--- config.mk ---
export PLATFORM = sky130hd
export DESIGN_NAME = fwvm_cfg_regs
export DESIGN_NICKNAME = d
export VERILOG_FILES = /design/src/rtl/core/fwvm_pkg.sv /design/src/rtl/core/fwvm_cfg_regs.sv
export SDC_FILE = /design/constraint.sdc
export NUM_CORES = 1
export LEC_CHECK = 0
export ABC_AREA = 1
export BUFFER_PORTS_ARGS = -buffer_cell sky130_fd_sc_hd__clkbuf_2
export CAP_MARGIN = 10
export CORE_MARGIN = 10
export CORE_UTILIZATION = 42
export CTS_CLUSTER_DIAMETER = 150
export DETAILED_ROUTE_END_ITERATION = 10
export GPL_TIMING_DRIVEN = 0
export PLACE_DENSITY = 0.66
export SLEW_MARGIN = 30
export SYNTH_ARGS = -nofsm -noshare
export SYNTH_HDL_FRONTEND = slang
export SYNTH_SLANG_ARGS = --single-unit
--- constraint.sdc ---
create_clock -name clk_i -period 0.8 [get_ports clk_i]
set_clock_uncertainty 0.1 [all_clocks]
set_input_delay 0.16 -clock clk_i [delete_from_list [all_inputs] [get_ports clk_i]]
set_output_delay 0.16 -clock clk_i [all_outputs]
set_load 0.02 [all_outputs]
--- src/rtl/core/fwvm_pkg.sv ---
// Package of the four wheel velocity mixer: widths, register codes and resets.
// Used by the configuration registers and the top level.
`timescale 1ns / 1ps

package fwvm_pkg;

  localparam int unsigned NumWheels = 4;

  typedef enum logic [2:0] {
    REG_COEF_FORWARD     = 3'd0,
    REG_COEF_STRAFE      = 3'd1,
    REG_COEF_TURN        = 3'd2,
    REG_OUTPUT_SCALE     = 3'd3,
    REG_FORWARD_DEADBAND = 3'd4,
    REG_STRAFE_DEADBAND  = 3'd5,
    REG_TURN_DEADBAND    = 3'd6
  } cfg_reg_e;

  typedef struct packed {
    logic [15:0] coef_forward;
    logic [15:0] coef_strafe;
    logic [15:0] coef_turn;
    logic [15:0] output_scale;
    logic [14:0] forward_deadband;
    logic [14:0] strafe_deadband;
    logic [14:0] turn_deadband;
  } cfg_t;

  localparam logic [15:0] COEF_FORWARD_RST     = 16'd26218;
  localparam logic [15:0] COEF_STRAFE_RST      = 16'd15905;
  localparam logic [15:0] COEF_TURN_RST        = 16'd6420;
  localparam logic [15:0] OUTPUT_SCALE_RST     = 16'd2511;
  localparam logic [14:0] FORWARD_DEADBAND_RST = 15'd41;
  localparam logic [14:0] STRAFE_DEADBAND_RST  = 15'd41;
  localparam logic [14:0] TURN_DEADBAND_RST    = 15'd64;

  // Per wheel sign masks: bit k set means wheel k subtracts that term.
  localparam logic [NumWheels-1:0] NEG_FORWARD = 4'b0101;
  localparam logic [NumWheels-1:0] NEG_STRAFE  = 4'b1100;

  localparam logic signed [8:0] WHEEL_MAX = 9'sd255;
  localparam logic signed [8:0] WHEEL_MIN = -9'sd255;
  localparam logic [36:0] TRUNC_BIAS = 37'd65535;

endpackage

--- src/rtl/core/fwvm_cfg_regs.sv ---
// Configuration register file of the velocity mixer.
// Depends on fwvm_pkg for the register codes, reset values and cfg_t.
`timescale 1ns / 1ps

module fwvm_cfg_regs import fwvm_pkg::*; (
  input  logic        clk_i,
  input  logic        rst_ni,
  input  logic        cfg_valid_i,
  input  logic [2:0]  cfg_index_i,
  input  logic [15:0] cfg_data_i,
  output logic        cfg_ready_o,
  output cfg_t        cfg_o
);

  cfg_t cfg_q, cfg_d;

  assign cfg_ready_o = 1'b1;
  assign cfg_o = cfg_q;

  always_comb begin
    cfg_d = cfg_q;
    if (cfg_valid_i) begin
      case (cfg_index_i)
        REG_COEF_FORWARD:     cfg_d.coef_forward     = cfg_data_i;
        REG_COEF_STRAFE:      cfg_d.coef_strafe      = cfg_data_i;
        REG_COEF_TURN:        cfg_d.coef_turn        = cfg_data_i;
        REG_OUTPUT_SCALE:     cfg_d.output_scale     = cfg_data_i;
        REG_FORWARD_DEADBAND: cfg_d.forward_deadband = cfg_data_i[14:0];
        REG_STRAFE_DEADBAND:  cfg_d.strafe_deadband  = cfg_data_i[14:0];
        REG_TURN_DEADBAND:    cfg_d.turn_deadband    = cfg_data_i[14:0];
        default: cfg_d = cfg_q;
      endcase
    end
  end

  always_ff @(posedge clk_i or negedge rst_ni) begin
    if (!rst_ni) begin
      cfg_q.coef_forward     <= COEF_FORWARD_RST;
      cfg_q.coef_strafe      <= COEF_STRAFE_RST;
      cfg_q.coef_turn        <= COEF_TURN_RST;
      cfg_q.output_scale     <= OUTPUT_SCALE_RST;
      cfg_q.forward_deadband <= FORWARD_DEADBAND_RST;
      cfg_q.strafe_deadband  <= STRAFE_DEADBAND_RST;
      cfg_q.turn_deadband    <= TURN_DEADBAND_RST;
    end else begin
      cfg_q <= cfg_d;
    end
  end

endmodule

==> metrics.txt <==
Largest register FFs 109; clock root cell clkbuf_8; pin count of the biggest net entering global routing 77; core area 0.01018 mm²; initial antenna violation count 0; CTS tree built; Worst Path Arrival 1.08 ns; vias post-DR 4125; most common cell after layout, fill and taps aside nand2_1; Syn Inst Count between 400 and 500; max-slew violations 0; Final min period 1.340 ns; first-pass GRT wire length 22400 µm; final design utilization 0.7237; failing checks negative hold slack, negative setup slack; status complete, but fails checks; Seq. cell area roughly 0.0028 mm²; via/cell ratio 5.024; First DRT Iteration DRCs just under 300; H-tree depth 3; worst-path fanout max 2; share of the synthesized area in the top cell type 0.4277; die area approximately 0.015 mm²; post-layout net count between 700 and 800; Hold/Removal Path Class in2async; Peak VDD IR around 1.2 mV; slowest stage delay, CP just under 0.6 ns; area delta synth->final 70.26%; Crit-path slowest cell dfstp_2; Critical Path Start Type register; Power Dens Cells roughly 2500 mW/mm²; vias in the first global route 4072; Detail Placement HPWL approximately 9400 µm; clock latency on the worst-skew pair roughly 0.38 ns; top cells by area, synth dfrtp_1 (43%), nand2_1 (24%), dfstp_2 (21%), nand3_1 (7.3%), buf_2 (2.0%); clk buf depth 2; std cell rows 37; CP Capture Type output port; post-synth top area cell dfrtp_1; GPL Wtd Cong 0.7949; Max Cap Viol 0; final instance area 0.007371 mm²; area post-placement 0.005373 mm²; drt drc 0; Netlist Area Pre-Place 0.004329 mm²; WL per Instance 19.16 µm; worst path required time roughly 0.54 ns; fillers 706; input/output buffers 130; final setup margin -0.5395 ns; FMAX 746.5 MHz; aggregate routed wire length about 16000 µm; register bit count reported by yosys 109; post-synth cell types 13; Syn Nets 506; Boundary Pins 132; CTS Sinks 109; grt ovf 0; GRT Resource Usage Total 0.1952; Hold Fails Final Rpt 88; syn_area_per_cell 8.945 µm²; Inserted Clock Buffers 9; area occupied by multi-input gates 0.001682 mm²; most frequent cells in the layout nand2_1 (218), buf_6 (91), dfrtp_1 (74), nand3_1 (56), nand2_2 (48); RSZ-0062 raised after global routing true; Seq/Total Area, Yosys 0.6402; worst path bufs/invs 1; clock slew at reported path FFs 0.11 ns; critical path's top delay family flip-flops; Die Wd 121.5 µm; diodes inserted 0; Worst Hold Margin -0.4279 ns; setup violators final 176; CP Cell Sequence buf_8; Tcrit/Tclk final 1.674; layout cells sized above 1 0.4891; Initial Util 0.4251; First-pass DRT Iterations 4; Post-DRT Antenna Nets 0; Yosys warnings 0; Worst Setup Path Type reg2out; Lkg Pwr ~3.8 nW; die extent in y about 120 µm
==> Yosys cell counts <==
master / count
buf_2: 17
buf_4: 2
clkbuf_1: 3
conb_1: 1
dfrtp_1: 74
dfstp_2: 35
inv_1: 2
inv_2: 4
nand2_1: 272
nand2_2: 4
nand3_1: 63
nor2_2: 4
nor2_4: 3
==> area by class of cell <==
cell class / count / share of cell area
Sequential cell: 109 / 0.3760
Clock inverter: 6 / 0.01171
Buffer: 22 / 0.03022
Clock buffer: 10 / 0.01867
Inverter: 6 / 0.007809
Tap cell: 136 / 0.02309
Timing Repair Buffer: 185 / 0.3044
Multi-Input combinational cell: 347 / 0.2281
==> power breakdown <==
part	switching (W)	leakage, nW	total [W]	internal [W]
clock network	0.00194	0.112	0.00379	0.00185
logic	0.00320	2.38	0.00682	0.00362
registers	0.000984	1.30	0.00778	0.00680
total	0.00613	3.79	0.0184	0.0123
==> metrics by stage <==
step                TNS, ns  power (W)  std cells  setup slack, ns
detailed placement   -62.15    0.01161        751          -0.6242
global route         -55.48    0.01923        821          -0.5702
global placement    -247.01    0.01149        750           -1.972
finish               -50.23    0.01839        821          -0.5395
floorplan            -9.110   0.009769        484          -0.1410
CTS                  -50.33    0.01678        802          -0.5620
==> path summary, 6_finish.rpt <==
kind                                start         end  slack, ns  cells after the start
max                            cfg_o[103]  cfg_o[103]      -0.54                      1
min                                rst_ni   cfg_o[74]      -0.43                      1
max reg2reg                    cfg_o[105]  cfg_o[105]      -0.15                      4
min reg2reg                     cfg_o[51]   cfg_o[51]       0.37                      2
max in group asynchronous          rst_ni  cfg_o[107]       0.33                      2
min in group clk_i         cfg_data_i[15]   cfg_o[60]      -0.02                      3
==> kinds of logic after synthesis <==
kind of cell	after synthesis	synth area share
buffers and inverters	28	0.03092
DFF	109	0.6402
other	1	0.0008662
and+or+nand+nor	346	0.3280
==> routing by layer <==
metal / vias to the layer above / global-route usage / share of wire
li1: 1899 / - / -
met1: 2022 / 0.2459 / 0.38
met2: 171 / 0.3024 / 0.49
met3: 33 / 0.07445 / 0.10
met4: 0 / 0.06557 / 0.024
met5: - / 0 / 0
==> worst reg2reg max path, delay by kind of cell, from the launching register on <==
family	cells	cell delay (ns)
buffers and inverters	2	0.23
AND/OR/NAND/NOR	2	0.10
flip-flops	1	0.43
==> repair_timing <==
| action | CTS | global route |
|---|---|---|
| endpoints found under the setup margin | 197 | 196 |
| hold endpoints to repair | 94 | 71 |
| resized for setup | 151 | 276 |
| setup buffers | 34 | 25 |
| pin swaps | 31 | 34 |
| gates cloned | 1 | 2 |
(Power assumes the default switching activity.)
